**src/rtl/upn_pkg.sv**
```systemverilog
// ----------------------------------------------------------------------------
// upn_pkg
// Types, character constants and helper functions shared by the URL
// percent normalizer front end, queue and back end.
// ----------------------------------------------------------------------------
package upn_pkg;

  localparam logic [7:0] CH_PCT     = 8'h25;  // '%'
  localparam logic [7:0] CH_NINE    = 8'h39;  // '9'
  localparam logic [7:0] CH_NUL     = 8'h00;
  localparam logic [7:0] CH_LOW_MIN = 8'h20;  // bytes below this one are always escaped
  localparam logic [7:0] CH_HIGH_MAX = 8'h7A; // highest byte that may pass unescaped
  localparam logic [7:0] DIGIT_BASE = 8'h30;  // '0'
  localparam logic [7:0] ALPHA_BASE = 8'h37;  // 'A' - 10

  localparam int unsigned ENTRY_BYTES = 3;

  // escape decoder state
  typedef enum logic [1:0] {
    PH_IDLE  = 2'd0,
    PH_PCT   = 2'd1,
    PH_DIGIT = 2'd2
  } upn_phase_t;

  // one queue entry: up to three decoded bytes, plus the end-of-string mark
  typedef struct packed {
    logic [ENTRY_BYTES-1:0][7:0] bytes;
    logic [1:0]                  cnt;
    logic                        mark;
  } upn_entry_t;

  function automatic logic is_hex(input logic [7:0] c);
    return c inside {[8'h30:8'h39], [8'h41:8'h46], [8'h61:8'h66]};
  endfunction

  function automatic logic [3:0] hex_val(input logic [7:0] c);
    logic [3:0] v;
    v = c[3:0];
    if (c > CH_NINE) begin
      v = v + 4'd9;
    end
    return v;
  endfunction

  function automatic logic is_unsafe(input logic [7:0] c);
    logic u;
    if (c < CH_LOW_MIN || c > CH_HIGH_MAX) begin
      u = 1'b1;
    end else begin
      case (c) inside
        8'h20, 8'h22, 8'h23, 8'h25, 8'h26, 8'h2B, 8'h2F,
        [8'h3A:8'h40], [8'h5B:8'h5E], 8'h60: u = 1'b1;
        default: u = 1'b0;
      endcase
    end
    return u;
  endfunction

  // upper-case hex digit character for a nibble
  function automatic logic [7:0] hex_char(input logic [3:0] n);
    logic [7:0] ch;
    if (n < 4'd10) begin
      ch = DIGIT_BASE + {4'h0, n};
    end else begin
      ch = ALPHA_BASE + {4'h0, n};
    end
    return ch;
  endfunction

endpackage

```
**src/rtl/url_percent_normalizer.sv**
```systemverilog
// ----------------------------------------------------------------------------
// url_percent_normalizer
// Percent-decodes a URL byte stream and re-escapes unsafe bytes.
// ----------------------------------------------------------------------------
// the decoded bytes of an accepted input word are written into the queue, and
//   the head entry is then registered into the output word
// throughput: one output word per cycle from the output register while out_stall
//   is low and the queue is not empty (an escaped byte gives three words); input
//   words are taken once per cycle while the QUEUE_DEPTH entry queue has room
// reset: clears the escape state, the end-of-string flag, the queue and out_valid
module url_percent_normalizer #(
  parameter int unsigned QUEUE_DEPTH = 4
) (
  input  logic       clk,
  input  logic       rst,
  input  logic       in_valid,
  output logic       in_stall,
  input  logic [7:0] in_byte,
  input  logic       in_last,
  output logic       out_valid,
  input  logic       out_stall,
  output logic [7:0] out_byte,
  output logic       byte_valid,
  output logic       out_last
);
  import upn_pkg::*;

  upn_entry_t push_entry, head;
  logic       push, pop, q_full, q_empty;

  upn_front u_front (
    .clk        (clk),
    .rst        (rst),
    .in_valid   (in_valid),
    .in_stall   (in_stall),
    .in_byte    (in_byte),
    .in_last    (in_last),
    .q_full     (q_full),
    .push       (push),
    .push_entry (push_entry)
  );

  upn_queue #(
    .DEPTH (QUEUE_DEPTH)
  ) u_queue (
    .clk      (clk),
    .rst      (rst),
    .push     (push),
    .wr_entry (push_entry),
    .pop      (pop),
    .rd_entry (head),
    .full     (q_full),
    .empty    (q_empty)
  );

  upn_back u_back (
    .clk        (clk),
    .rst        (rst),
    .head       (head),
    .q_empty    (q_empty),
    .pop        (pop),
    .out_valid  (out_valid),
    .out_stall  (out_stall),
    .out_byte   (out_byte),
    .byte_valid (byte_valid),
    .out_last   (out_last)
  );

endmodule

```
**src/rtl/upn_front.sv**
```systemverilog
// ----------------------------------------------------------------------------
// upn_front
// Accepts raw URL words, runs the percent decoder and writes the decoded
// bytes of each word, with the end-of-string mark, into the queue.
// ----------------------------------------------------------------------------
module upn_front (
  input  logic               clk,
  input  logic               rst,
  input  logic               in_valid,
  output logic               in_stall,
  input  logic [7:0]         in_byte,
  input  logic               in_last,
  input  logic               q_full,
  output logic               push,
  output upn_pkg::upn_entry_t push_entry
);
  import upn_pkg::*;

  upn_phase_t phase, phase_next;
  logic [7:0] held, held_next;
  logic       ended, ended_next;
  logic       accept;

  assign in_stall = q_full;
  assign accept   = in_valid && !q_full;

  always_ff @(posedge clk) begin
    if (rst) begin
      phase <= PH_IDLE;
      held  <= '0;
      ended <= 1'b0;
    end else begin
      phase <= phase_next;
      held  <= held_next;
      ended <= ended_next;
    end
  end

  always_comb begin
    logic [3:0][7:0] lst;
    logic [1:0]      n;
    logic            alive;
    logic            fresh;
    logic            mark;
    logic [7:0]      v;
    lst        = '0;
    n          = '0;
    alive      = 1'b1;
    fresh      = 1'b0;
    mark       = 1'b0;
    v          = {hex_val(held), hex_val(in_byte)};
    phase_next = phase;
    held_next  = held;
    ended_next = ended;
    push       = 1'b0;
    if (accept) begin
      if (ended) begin
        // words after a zero byte are dropped until the last one
        if (in_last) begin
          ended_next = 1'b0;
        end
      end else begin
        case (phase)
          PH_PCT: begin
            if (is_hex(in_byte)) begin
              held_next  = in_byte;
              phase_next = PH_DIGIT;
            end else begin
              phase_next = PH_IDLE;
              lst[n]     = CH_PCT;
              n          = n + 2'd1;
              fresh      = 1'b1;
            end
          end
          PH_DIGIT: begin
            phase_next = PH_IDLE;
            if (is_hex(in_byte)) begin
              if (v == CH_NUL) begin
                alive = 1'b0;
              end else begin
                lst[n] = v;
                n      = n + 2'd1;
              end
            end else begin
              lst[n] = CH_PCT;
              n      = n + 2'd1;
              lst[n] = held;
              n      = n + 2'd1;
              fresh  = 1'b1;
            end
          end
          default: begin
            phase_next = PH_IDLE;
            fresh      = 1'b1;
          end
        endcase

        // a byte in idle, or one that broke an escape, is looked at as a fresh one
        if (alive && fresh) begin
          if (in_byte == CH_PCT) begin
            phase_next = PH_PCT;
          end else if (in_byte == CH_NUL) begin
            alive = 1'b0;
          end else begin
            lst[n] = in_byte;
            n      = n + 2'd1;
          end
        end

        // flush a pending escape at the end of the url
        if (alive && in_last) begin
          if (phase_next == PH_PCT) begin
            lst[n] = CH_PCT;
            n      = n + 2'd1;
          end else if (phase_next == PH_DIGIT) begin
            lst[n] = CH_PCT;
            n      = n + 2'd1;
            lst[n] = held_next;
            n      = n + 2'd1;
          end
        end

        mark = !alive || in_last;
        push = (n != 2'd0) || mark;
        if (mark) begin
          phase_next = PH_IDLE;
          held_next  = '0;
          ended_next = !in_last;
        end
      end
    end
    push_entry.bytes = lst[ENTRY_BYTES-1:0];
    push_entry.cnt   = n;
    push_entry.mark  = mark;
  end

endmodule

```
**src/rtl/upn_queue.sv**
```systemverilog
// ----------------------------------------------------------------------------
// upn_queue
// Short register queue of decoded entries between the front and back end.
// ----------------------------------------------------------------------------
module upn_queue #(
  parameter int unsigned DEPTH = 4
) (
  input  logic               clk,
  input  logic               rst,
  input  logic               push,
  input  upn_pkg::upn_entry_t wr_entry,
  input  logic               pop,
  output upn_pkg::upn_entry_t rd_entry,
  output logic               full,
  output logic               empty
);
  import upn_pkg::*;

  localparam int unsigned AW = (DEPTH > 1) ? $clog2(DEPTH) : 1;
  localparam int unsigned CW = $clog2(DEPTH + 1);
  localparam logic [AW-1:0] LAST_SLOT = AW'(DEPTH - 1);

  upn_entry_t    slots [DEPTH];
  logic [AW-1:0] wr_ptr, rd_ptr;
  logic [CW-1:0] count;
  logic          do_push, do_pop;

  assign full     = (count == CW'(DEPTH));
  assign empty    = (count == '0);
  assign do_push  = push && !full;
  assign do_pop   = pop && !empty;
  assign rd_entry = slots[rd_ptr];

  always_ff @(posedge clk) begin
    if (do_push) begin
      slots[wr_ptr] <= wr_entry;
    end
  end

  always_ff @(posedge clk) begin
    if (rst) begin
      wr_ptr <= '0;
      rd_ptr <= '0;
      count  <= '0;
    end else begin
      if (do_push) begin
        wr_ptr <= (wr_ptr == LAST_SLOT) ? '0 : wr_ptr + 1'b1;
      end
      if (do_pop) begin
        rd_ptr <= (rd_ptr == LAST_SLOT) ? '0 : rd_ptr + 1'b1;
      end
      if (do_push && !do_pop) begin
        count <= count + 1'b1;
      end else if (do_pop && !do_push) begin
        count <= count - 1'b1;
      end
    end
  end

endmodule

```
**src/rtl/upn_back.sv**
```systemverilog
// ----------------------------------------------------------------------------
// upn_back
// Walks the head queue entry byte by byte, re-escaping unsafe bytes into
// three characters, and drives the registered output channel.
// ----------------------------------------------------------------------------
module upn_back (
  input  logic               clk,
  input  logic               rst,
  input  upn_pkg::upn_entry_t head,
  input  logic               q_empty,
  output logic               pop,
  output logic               out_valid,
  input  logic               out_stall,
  output logic [7:0]         out_byte,
  output logic               byte_valid,
  output logic               out_last
);
  import upn_pkg::*;

  logic [1:0] byte_idx, byte_idx_next;
  logic [1:0] char_idx, char_idx_next;
  logic       take;
  logic [7:0] cur, ch;
  logic       unsafe_cur, fin_char, fin_entry, ch_valid, ch_last;

  assign take = !q_empty && (!out_valid || !out_stall);
  assign pop  = take && fin_entry;

  always_comb begin
    cur        = head.bytes[byte_idx];
    unsafe_cur = is_unsafe(cur);
    case (char_idx)
      2'd0:    ch = unsafe_cur ? CH_PCT : cur;
      2'd1:    ch = hex_char(cur[7:4]);
      default: ch = hex_char(cur[3:0]);
    endcase
    fin_char = !unsafe_cur || (char_idx == 2'd2);
    if (head.cnt == 2'd0) begin
      // terminator word: carries only the end mark
      ch        = CH_NUL;
      ch_valid  = 1'b0;
      fin_entry = 1'b1;
    end else begin
      ch_valid  = 1'b1;
      fin_entry = fin_char && (byte_idx == head.cnt - 2'd1);
    end
    ch_last = head.mark && fin_entry;

    byte_idx_next = byte_idx;
    char_idx_next = char_idx;
    if (take) begin
      if (fin_entry) begin
        byte_idx_next = '0;
        char_idx_next = '0;
      end else if (fin_char) begin
        byte_idx_next = byte_idx + 2'd1;
        char_idx_next = '0;
      end else begin
        char_idx_next = char_idx + 2'd1;
      end
    end
  end

  always_ff @(posedge clk) begin
    if (rst) begin
      byte_idx  <= '0;
      char_idx  <= '0;
      out_valid <= 1'b0;
    end else begin
      byte_idx <= byte_idx_next;
      char_idx <= char_idx_next;
      if (take) begin
        out_valid <= 1'b1;
      end else if (!out_stall) begin
        out_valid <= 1'b0;
      end
    end
  end

  always_ff @(posedge clk) begin
    if (take) begin
      out_byte   <= ch;
      byte_valid <= ch_valid;
      out_last   <= ch_last;
    end
  end

endmodule

```
**config.mk**
```make
export PLATFORM = sky130hd
export DESIGN_NAME = url_percent_normalizer
export DESIGN_NICKNAME = d
export VERILOG_FILES = /design/src/rtl/upn_pkg.sv /design/src/rtl/url_percent_normalizer.sv /design/src/rtl/upn_front.sv /design/src/rtl/upn_queue.sv /design/src/rtl/upn_back.sv
export SDC_FILE = /design/constraint.sdc
export NUM_CORES = 1
export LEC_CHECK = 0
export BUFFER_PORTS_ARGS = -buffer_cell sky130_fd_sc_hd__buf_2
export CORE_UTILIZATION = 55
export CTS_BUF_LIST = sky130_fd_sc_hd__clkbuf_4 sky130_fd_sc_hd__clkbuf_8 sky130_fd_sc_hd__clkbuf_16
export DETAILED_ROUTE_END_ITERATION = 12
export PLACE_DENSITY = 0.79
export SYNTH_ARGS = -nofsm -noshare
export SYNTH_HDL_FRONTEND = slang
export SYNTH_HIERARCHICAL = 1
export SYNTH_SLANG_ARGS = --single-unit
```
**constraint.sdc**
```tcl
create_clock -name clk -period 5.9 [get_ports clk]
set_clock_uncertainty 0.15 [all_clocks]
set_input_delay 0.59 -clock clk [delete_from_list [all_inputs] [get_ports clk]]
set_output_delay 0.59 -clock clk [all_outputs]
set_load 0.05 [all_outputs]
```
# Yosys cells after proc, flatten, opt, wreduce, memory -nomap -nowiden
# Memories as Yosys holds them, arrays and structs flattened. A register that Yosys moved wholly into a read port is not among the register bits.
# Cells that the tools add are included.
# word_totals
ramBits,108
ff_bits,33
wordCells,227
out_inout_bits,12
mem_count,1
input_bits,13
# op_classes
add_sub_neg,16
reduce_logical,46
n_lt_le_gt_ge,23
mux,105
n_bitwise,4
eq_ne,20
# memory_table
name,words,word_bits,rd,rd_ports_with_merged_regs,write_ports,line_no,text
u_queue.slots,4,27,1,1,1,upn_queue.sv:23,upn_entry_t slots [DEPTH];
# ops
op,n
32-bit two-way mux,5
8-bit two-way mux,20
24-bit two-way mux,5
32-bit bitwise mux,2
"8-bit by 6-bit equality test with 1-bit output, second input constant",8
2-bit two-way mux,30
8-bit demux with 2-bit select,3
"8-bit by 7-bit <= comparator with 1-bit output, second input constant",4
8-bit case mux with 2 select lines,2
1-bit two-way mux,31
"6-bit by 4-bit adder with 7-bit output, first input constant",4
"8-bit by 7-bit >= comparator with 1-bit output, second input constant",3
20-bit bitwise AND,1
20-bit NOT,1
1-bit logical AND,19
8-bit binary-select mux with 2-bit select,1
"8-bit by 6-bit >= comparator with 1-bit output, second input constant",2
"8-bit by 6-bit > comparator with 1-bit output, second input constant",2
8-bit zero test,2
"2-bit by 1-bit adder with 2-bit output, second input constant",7
"2-bit by 3-bit < comparator with 1-bit output, second input constant",4
12-bit OR,1
"2-bit equality test, second input constant",5
10-bit OR reduction,1
27 further kinds,51

# Longest topological paths before layout
# Gate-level depths: netlist (run 1).
# logic_depth
word_depth,30
ltp_mapped,22
mapped_depth_nobuf,20

# Cells and area by module
# Netlist (run 1), hierarchy kept.
# modules_own_cells
module,cells_per_inst,area_per_inst_um2,n_inst,seq_area_each_um2
upn_queue,191,4399.2,1,3423.3
upn_front,329,2279.7,1,220.2
upn_back,178,1561.5,1,400.4

# Worst setup path before layout (run 1)
# Ideal clock, no wire load.
# synth_timing
kind,input port to flip-flop
startpoint,input in_byte[1]
endpoint,register u_queue.count[2]
arrival_time_ns,4.674
required_time_ns,5.680
setup_time_ns,0.070
n_path_buf,1
cell_stages,21
setup_slack_ns,1.006
cell_sequence,buf_2 -> inv_1 -> ha_1 -> o21ba_2 -> o21ai_2 -> mux2i_1 -> or3_1 -> o31ai_4 -> ha_1 -> nand3_1 -> o2bb2ai_1 -> a21oi_1 -> a31oi_1 -> bufinv_8 -> nor2_2 -> ha_1 -> inv_1 -> fa_1 -> xor2_1 -> or3_1 -> a21oi_1
# synth_via
elab_chain_len,29
elab_cells_between_ends,71
cone_classes,add/sub: 4; order compare: 7; eq/ne: 3; mux: 40; reduce/logical: 17
# synth_rtl
item,line_no,text
"start, declared",url_percent_normalizer.sv:18,"input logic [7:0] in_byte,"
8-bit by 6-bit > comparator with 1-bit output or 4-bit adder (tied branches),"upn_pkg.sv:39, upn_pkg.sv:40",
4-bit two-way mux,upn_pkg.sv:39,if (c > CH_NINE) begin
8-bit zero test,upn_front.sv:78,if (v == CH_NUL) begin
1-bit two-way mux,upn_front.sv:78,
2-bit two-way mux,upn_front.sv:77,if (is_hex(in_byte)) begin
2-bit case mux with 2 select lines,upn_front.sv:63,case (phase)
2-bit two-way mux,upn_front.sv:57,if (ended) begin
2-bit two-way mux,upn_front.sv:56,if (accept) begin
[15 not listed],n/a,
1-bit two-way mux (*),upn_front.sv:57,
1-bit two-way mux (*),upn_front.sv:56,
net push,url_percent_normalizer.sv:29,"logic push, pop, q_full, q_empty;"
1-bit logical AND (*),upn_queue.sv:30,assign do_push = push && !full;
net u_queue.do_push,upn_queue.sv:26,"logic do_push, do_pop;"
1-bit zero test,upn_queue.sv:54,end else if (do_pop && !do_push) begin
1-bit logical AND,upn_queue.sv:54,
2-bit nonzero test (no source line),n/a,
"end signal, assigned",upn_queue.sv:53,count <= count + 1'b1;
"end signal, assigned",upn_queue.sv:55,count <= count - 1'b1;
"end, declared",upn_queue.sv:25,logic [CW-1:0] count;
# The timed path passes the listed nets; every way through them passes the cells marked *. The select of a mux whose other input is x is not followed.
# A chain may end at the register's enable or synchronous reset.

==> results.md, run 1 <==
- The run finished with clean final reports.
- The power share of the sequential group is 0.353.
- Max-cap violations in this run came to 0.
- The internal power of the cells is 2.495 mW.
- Once layout is done, the placed cells without fillers occupy 9115 um^2.
- For this block, the initial DRC count from the detailed router was 687.
- The estimated wirelength of the detail-placed design is 14310 um.
- Of all nets on the critical path, the largest fanout is 9.
- The top routing layer in use is met4.
- The power density over the cells is 427.8 nW/um^2.
- For this run, design rule violations remaining after detail routing come to 0.
- The repair_antennas step left the layout with diodes totalling 0.
- The pin count of the biggest net entering global routing is 31.
- The via count of the first global-routing pass was 5900.
- The routed wirelength normalized by instance count is 22.04 um.
- A synthesized cell averages 11.81 um^2.
- The share of the Yosys chip area taken by registers is 0.4907.
- The floorplan step set the die height to 124.4 um.
- The net load switching power is 1.404 mW.
- Summing all placed instances gives a cell area of 8483 um^2.
- The global placer's final weighted congestion is 1.047.
- Detailed routing placed a total of 1184 um of wire on met3.
- The number of antenna violations at the first check in global routing is 0.
- In the synthesized netlist, the number of instances is 698.
- Derived from the worst setup path, the maximum achievable clock frequency is 190.9 MHz.
- The design draws 3.899 mW.
- The count of buffers inserted at the top-level ports is 24.
- The average vias per placed instance is 6.600.
- The die footprint is 15480 um^2.
- The clock passes through at most 2 buffers.
- The kind of start point of the critical path is a flip-flop.
- The detailed-router iteration count before antenna repair is 6.
- In the synthesized netlist the dominant register cell turns out to be sky130_fd_sc_hd__edfxtp_1.
- The number of slew-limit violations in the final report is 0.
- The clock reaches the later pin of the worst-skew pair after 0.42 ns.
- The number of buffers inserted by post-CTS setup repair is 0.
- The TritonCTS sink count is 143.
- The final core area utilization is 0.6248.
- The count of nets left with antenna violations once routing finished came out at 0.
- The post-cts gate resize count is 0.
- The synthesized netlist occupies a cell area of 8240 um^2.
- Setup violations remaining at the end of the flow were counted as 0.
- The TritonCTS clock tree is done.
- The required time at the endpoint of the critical path is 5.89 ns.
- The beginning of the worst register-to-register path is u_front/held[1].
- The CTS H-tree depth is 4.
- After clock tree synthesis, the flow added hold-fix buffers numbering 0.
- The arrival time at the worst endpoint is 5.23 ns.
- The I/O pin count is 25.
- The measured slew at the worst slew-check pin is 1.098 ns.
- The ratio of cells with drive above 1 in the final layout is 0.1893.
- The total number of vias is 6026.
- The origin of the worst setup path is u_front/held[1].
- The final critical path time including I/O delays and setup is 5.237 ns.
- After clock tree synthesis, the clock-pin slew on the worst setup and hold paths is 0.06 ns.
- VDD sags by at most 0.2524 mV.
- The number of endpoints with negative hold slack in the final report is 0.
- The Yosys step of the flow raised 6 warnings.
- Summed over all layers, the global routing overflow is 0.
- The number of distinct standard cells referenced by the synthesized netlist is 91.
- The kind of end point of the critical path is a flip-flop.
- Setup repair after global routing left no endpoint under its margin.
- The logic gate share of total power is 0.361.
- The critical path is of the flip-flop to flip-flop type.
- The sum of met2 wire segment lengths after detailed routing is 9699 um.
- The starting density of the core is 0.5648.
- The leakage power summed over all cells is 3.199 nW.
- Adding up every negative setup slack in the final design gives 0 ns.
- The core footprint is 14590 um^2.
- In the final routing, the length of wire on met1 measures 8438 um.
- The number of enable flip-flop cells after synthesis is 118.
- Measured along the x axis, the die boundary spans 124.4 um.
- The type of the worst min-delay path is input pin to flip-flop.
- The synthesis-to-finish area growth is 10.61%.
- The share of total power dissipated in the clock network is 0.286.
- The async set-or-reset flop fraction in the synthesized netlist is 0.
- The startpoint of the lowest-slack hold path is out_stall.
- The tree is rooted in a sky130_fd_sc_hd__clkbuf_16.
- The total wire length after detailed routing is 20120 um.
- The post-synth net total is 747.
- Counting flops and latches in the post-synthesis netlist gives 143.
- The number of buffers created by CTS is 17.
- The fraction of power spent switching nets is 0.3601.
- After the last flow step, the layout net total stands at 765.
- The floorplan has 44 rows.
- The wire length of the first global-routing pass is 32000 um.
- The overall routing resource usage is 0.2681.
- Headroom to the max-slew limit came out at 0.2664.
- Dividing the final minimum period by the clock period gives 0.8877.
==> kinds of logic (layout without fill, tap and decap cells) <==
family	count (synthesis)	in the layout	share of synthesized area
muxes	44	44	0.09459
buffers and inverters	77	108	0.04783
AOI/OAI and AO/OA	194	194	0.1716
and+or+nand+nor	195	195	0.1298
xor gates and xnor gates	8	8	0.009415
adders and majority gates	36	36	0.05557
other	1	1	0.0004551
DFF	143	143	0.4907
==> power groups by stage <==
stage                     Sequential [mW]  Clock [mW]  Combinational, mW
after detailed placement             1.40           0               1.38
after global routing                 1.39        1.17               1.52
final                                1.38        1.11               1.41
after floorplan                      1.50           0              0.975
after CTS                            1.38        1.13               1.40
after global placement               1.39           0               1.36
==> metal layers <==
| metal | track usage | up-vias |
|---|---|---|
| met3 | 0.04467 | 61 |
| li1 | - | 2748 |
| met1 | 0.3508 | 2943 |
| met5 | 0 | - |
| met2 | 0.4316 | 274 |
| met4 | 0.1361 | 0 |
==> cell type report <==
type                       count  area, um^2
clock inverter                12       142.6
multi-input combinational    478        3802
tap                          184       230.2
inverter                      33       142.6
timing repair buffer          43       262.8
sequential                   143        4045
clock buffer                  20       489.2
fill                        1086        5474
==> layout by cell type, fill, tap and decap left out, drive strengths merged, types with 8 or more instances in the layout <==
master / n
a21o: 8
nor2: 45
a22oi: 11
mux2i: 16
a31oi: 8
a21oi: 56
o21ai: 29
nand2: 37
nor3: 15
edfxtp: 118
dfxtp: 25
mux4: 27
clkbuf: 20
and3: 8
ha: 35
or3: 10
nand3: 32
buf: 43
inv: 36
o31ai: 8
==> worst max-delay path, cell delays in order, from the launching register on <==
cell and delay (ns):
sky130_fd_sc_hd__dfxtp_1 0.48, sky130_fd_sc_hd__inv_1 0.18, sky130_fd_sc_hd__ha_1 0.23, sky130_fd_sc_hd__o21bai_1 0.24, sky130_fd_sc_hd__a311o_1 0.20, sky130_fd_sc_hd__nand3_1 0.18
sky130_fd_sc_hd__or3_1 0.49, sky130_fd_sc_hd__o31ai_4 0.33, sky130_fd_sc_hd__ha_1 0.28, sky130_fd_sc_hd__nand3_1 0.09, sky130_fd_sc_hd__nor2_1 0.06, sky130_fd_sc_hd__a21oi_1 0.16
sky130_fd_sc_hd__or2_2 0.16, sky130_fd_sc_hd__ha_1 0.35, sky130_fd_sc_hd__a21o_1 0.17, sky130_fd_sc_hd__o2111ai_1 0.14, sky130_fd_sc_hd__a21oi_1 0.39, sky130_fd_sc_hd__nor2_1 0.14
sky130_fd_sc_hd__a221oi_1 0.53
==> Yosys cell counts (all sizes together), types with 7 or more instances <==
| cell | n | area, um^2 |
|---|---|---|
| a21o | 8 | 60.06 |
| a21oi | 56 | 314.0 |
| a22oi | 11 | 82.58 |
| a31oi | 8 | 50.05 |
| and3 | 8 | 50.05 |
| buf | 21 | 163.9 |
| clkbuf | 23 | 87.58 |
| dfxtp | 25 | 500.5 |
| edfxtp | 118 | 3543 |
| ha | 35 | 437.9 |
| inv | 31 | 116.4 |
| mux2i | 16 | 160.2 |
| mux4 | 27 | 608.1 |
| nand2 | 37 | 138.9 |
| nand3 | 32 | 172.7 |
| nor2 | 45 | 178.9 |
| nor3 | 15 | 75.07 |
| nor3b | 7 | 52.55 |
| o21ai | 29 | 148.9 |
| o22ai | 7 | 43.79 |
| o31ai | 8 | 83.83 |
| or3 | 10 | 62.56 |
==> registers in the layout, indices dropped and copies added, names as in the netlist, named ones only <==
name and count:
u_front/held 8, u_queue/count 3, u_front/ended 1, u_queue/rd_ptr 2, u_front/phase 2, u_back/byte_idx 2
u_back/byte_valid 1, u_back/out_byte 8, u_back/out_last 1, u_back/char_idx 2, u_queue/wr_ptr 2, u_back/out_valid 1
u_queue/slots 108
==> worst paths after layout <==
kind         cells after the start                    to  slack (ns)
max                             18  u_queue/slots[0][16]        0.66
min                              3      u_back/out_valid        0.32
max reg2reg                     18  u_queue/slots[0][16]        0.66
min reg2reg                      2    u_back/char_idx[1]        0.33
==> stage by stage <==
| step | std cells | setup WS (ns) | hold slack, ns |
|---|---|---|---|
| global route | 913 | 0.3753 | 0.3383 |
| finish | 913 | 0.6626 | 0.3225 |
| CTS | 913 | 0.6677 | 0.3013 |
| floorplan | 698 | 1.006 | 0.2970 |
| detailed placement | 881 | 0.4926 | 0.3232 |
| global placement | 881 | 0.7254 | 0.3098 |
No activity file was read; power rests on OpenSTA's default activity.
==> run 2, diff against run 1 <==
--- a/config.mk
+++ b/config.mk
@@ -9,6 +9,7 @@
 export CORE_UTILIZATION = 55
 export CTS_BUF_LIST = sky130_fd_sc_hd__clkbuf_4 sky130_fd_sc_hd__clkbuf_8 sky130_fd_sc_hd__clkbuf_16
 export DETAILED_ROUTE_END_ITERATION = 12
+export GPL_TIMING_DRIVEN = 0
 export PLACE_DENSITY = 0.79
 export SYNTH_ARGS = -nofsm -noshare
 export SYNTH_HDL_FRONTEND = slang
==> results.md, run 2 (synthesis gave the netlist of run 1 again) <==
- The flow ran to the end, and the final reports show no timing, DRC or antenna violations.
- Data on the critical path arrives at its endpoint at 5.63 ns.
- The largest registers in the layout are u_queue/slots: 108 flops, u_back/out_byte: 8 flops, u_front/held: 8 flops.
- In this run the clock root is driven by a sky130_fd_sc_hd__clkbuf_16.
- The critical path start-end classification is flip-flop to flip-flop.
- The overall power is 3.907 mW.
- The leakage power summed over all cells is 3.218 nW.
- Counting flops per register, the top entry is u_queue/slots.
- The clock latency of the later-clocked register in the worst-skew pair is 0.42 ns.
- The pre-antenna-repair detailed-routing pass consisted of 5 iterations.
- The total setup violations reported at the end of the flow is 0.
- The starting density of the core is 0.5648.
- The most common cell after layout, fill and taps aside is sky130_fd_sc_hd__edfxtp_1.
- The critical path goes through clkbuf_1, inv_1, ha_1, o21bai_1, a41oi_2, mux2i_1, or3_1, o31ai_4, ha_1, nand3_1, nor2_1, a21oi_1, or2_2, ha_1, clkbuf_1, a21o_1, o2111ai_1, a21oi_1, nor2_1, a221oi_1.
- The required time at the endpoint of the critical path is 5.89 ns.
- The global placer's final weighted congestion is 0.9539.
- The count of antenna diodes in the layout is 0.
- In the final routed layout, each cell accounts on average for 22.42 um.
- The via count of the first global-routing pass is 6022.
- The first global-routing pass estimated 33210 um of wire.
- The clock-pin transition on the worst setup and hold timing paths is 0.06 ns.
- Measured against its own limit, the worst slew margin works out to 0.4059.
- After floorplanning, the core was divided into 44 placement rows.
- The startpoint of the lowest-slack hold path is out_stall.
- The origin of the worst setup path is u_front/held[0].
- The power density over the cells is 424.6 nW/um^2.
- Across every metal layer, demand over resource in global routing totals 0.2787.
- The cell with the largest stage delay on the worst path is sky130_fd_sc_hd__a221oi_1.
- The total number of vias is 6196.
- The routed design has 20940 um of wire.
- The H-tree was split into 4 levels.
- The final total negative setup slack is 0 ns.
- The final critical path time including I/O delays and setup is 5.632 ns.
- The destination of the worst hold path is u_back/out_valid.
- The number of cells on the worst hold path is 3.
- The net count of the finished layout is 786.
- The cell repeated most along the worst path is sky130_fd_sc_hd__ha_1.
- The count of nets left with antenna violations once routing finished came out at 0.
- Summed over all layers, the global routing overflow is 0.
- Of the available clock period, the critical path in the final layout requires 0.9545.
- The startpoint identified for the worst register-to-register timing path is u_front/held[0].
- The gate family responsible for the most delay along the worst path is compound AO/OA/AOI/OAI gates.
- In the layout the commonest cells are 118 x sky130_fd_sc_hd__edfxtp_1, 51 x sky130_fd_sc_hd__a21oi_1, 43 x sky130_fd_sc_hd__nor2_1, 37 x sky130_fd_sc_hd__nand2_1, 35 x sky130_fd_sc_hd__ha_1.
- Together, buffers and inverters on the worst path number 3.
- Dividing the detail-routed via count by the number of cells gives 6.634.
- Entering global routing, the biggest net connects 28 pins.
- The number of cells on the worst reg-to-reg path is 20.
- The synthesis-to-finish area growth is 11.68%.
- During placement, the flow inserted port buffers numbering 21.
- The longest clock path from root to sink contains 2 buffers.
- The placed instances occupy a cell area of 8576 um^2.
- The number of endpoints with negative hold slack in the final report is 0.
- The DRC violation count after routing is 0.
- The detailed router finished its first iteration with 831 violations.
- The TritonCTS clock tree is done.
- The type of the worst min-delay path is input pin to flip-flop.
- Along the worst path, the maximum fanout reaches 8.
- For this run, the top clock speed supported by timing is 177.6 MHz.
- At the pin with the least slew margin, the transition time is 0.8843 ns.
- The die footprint is 15480 um^2.
- In this design, the stage delay of the slowest critical-path cell is 0.52 ns.
- The number of buffers created by CTS is 17.
- In the final layout, the share of cells above drive strength 1 is 0.1920.
- Max-cap violations in this run came to 0.
- Measured along the y axis, the die boundary spans 124.4 um.
- For this design, the sink count on the clock tree is 143.
- The worst setup timing slack at the placement stage is -0.2097 ns.
- The final instance area is 9203 um^2.
- The register with the most flip-flops in the layout has 108 of them.
- The worst setup path is launched from a flip-flop.
- The number of slew-limit violations in the final report is 0.
- The post-layout worst setup margin is 0.2685 ns.
- The worst-case register-to-register setup slack is 0.27 ns.
- The worst-case vdd ir drop is 0.2243 mV.
- The number of antenna violations at the first check in global routing is 0.
- The estimated wirelength of the detail-placed design is 14750 um.
- The final core area utilization is 0.6308.
- The I/O pin count is 25.
- STA classifies the critical path endpoint as a flip-flop.
- The die width is 124.4 um.
- The floorplan step defined a core boundary enclosing 14590 um^2.
- The critical register-to-register path endpoint is u_queue/slots[0][13].
==> run 2: cell types whose count changed in the layout (fill, tap and decap cells not counted), moves of 2 or more <==
| cell | change |
|---|---|
| sky130_fd_sc_hd__buf_4 | -13 |
| sky130_fd_sc_hd__clkbuf_1 | +21 |
| sky130_fd_sc_hd__and3_1 | -4 |
| sky130_fd_sc_hd__and3_2 | +4 |
| sky130_fd_sc_hd__buf_2 | +5 |
| sky130_fd_sc_hd__clkinv_4 | -2 |
| sky130_fd_sc_hd__buf_6 | +7 |
==> run 2: worst reg2reg max path, cell delays in order (launching register included) <==
cell and delay [ns]:
sky130_fd_sc_hd__dfxtp_1 0.37, sky130_fd_sc_hd__clkbuf_1 0.30, sky130_fd_sc_hd__inv_1 0.14, sky130_fd_sc_hd__ha_1 0.25
sky130_fd_sc_hd__o21bai_1 0.21, sky130_fd_sc_hd__a41oi_2 0.22, sky130_fd_sc_hd__mux2i_1 0.20, sky130_fd_sc_hd__or3_1 0.45
sky130_fd_sc_hd__o31ai_4 0.40, sky130_fd_sc_hd__ha_1 0.29, sky130_fd_sc_hd__nand3_1 0.09, sky130_fd_sc_hd__nor2_1 0.06
sky130_fd_sc_hd__a21oi_1 0.17, sky130_fd_sc_hd__or2_2 0.16, sky130_fd_sc_hd__ha_1 0.14, sky130_fd_sc_hd__clkbuf_1 0.35
sky130_fd_sc_hd__a21o_1 0.13, sky130_fd_sc_hd__o2111ai_1 0.17, sky130_fd_sc_hd__a21oi_1 0.43, sky130_fd_sc_hd__nor2_1 0.18
sky130_fd_sc_hd__a221oi_1 0.52
==> run 2: cell type report <==
type / count / area [um^2]
fillers: 1113 / 5386
multi-input cells: 478 / 3825
repair buffers: 21 / 105.1
clock inverters: 12 / 118.9
flip-flops and latches: 143 / 4044
inverters: 33 / 142.6
clock buffers: 20 / 489.2
well taps: 184 / 230.2
plain buffers: 43 / 247.7
==> run 2: what timing repair did <==
action,CTS,global route
setup endpoints to repair,0,18
hold buffers,0,0
endpoints found under the hold margin,0,0
resized for setup,0,3
buffers inserted,0,0
==> run 2: how the worst max path moves through the flow <==
stage	slack (ns)	end	depth (start not counted)
2_1_floorplan	1.01	u_queue/count[2]	21
3_3_place_gp	-0.09	u_queue/slots[0][16]	22
3_5_place_dp	-0.21	u_queue/slots[0][16]	22
4_1_cts	0.19	u_queue/slots[3][16]	20
5_1_grt	-0.000002	u_queue/slots[0][13]	22
6_report	0.27	u_queue/slots[0][13]	20
==> run 2: metrics by stage <==
stage	cells	hold slack, ns
6_report	934	0.2995
3_5_place_dp	903	0.3228
4_1_cts	935	0.2867
3_3_place_gp	903	0.3117
2_1_floorplan	698	0.2970
5_1_grt	934	0.3320
==> run 2: power breakdown <==
group | total [mW] | switching, mW | leakage, nW | internal, mW
clock | 1.08 | 0.428 | 0.300 | 0.650
sequential | 1.36 | 0.0549 | 1.33 | 1.30
combinational | 1.47 | 0.956 | 1.58 | 0.514
total | 3.91 | 1.44 | 3.22 | 2.47
==> run 2: per-layer routing <==
metal,track usage,vias to the layer above,wire (um)
met4,0.1056,0,567
met2,0.4569,315,10190
li1,-,2788,-
met3,0.05412,47,1569
met5,0,-,0
met1,0.3669,3046,8618
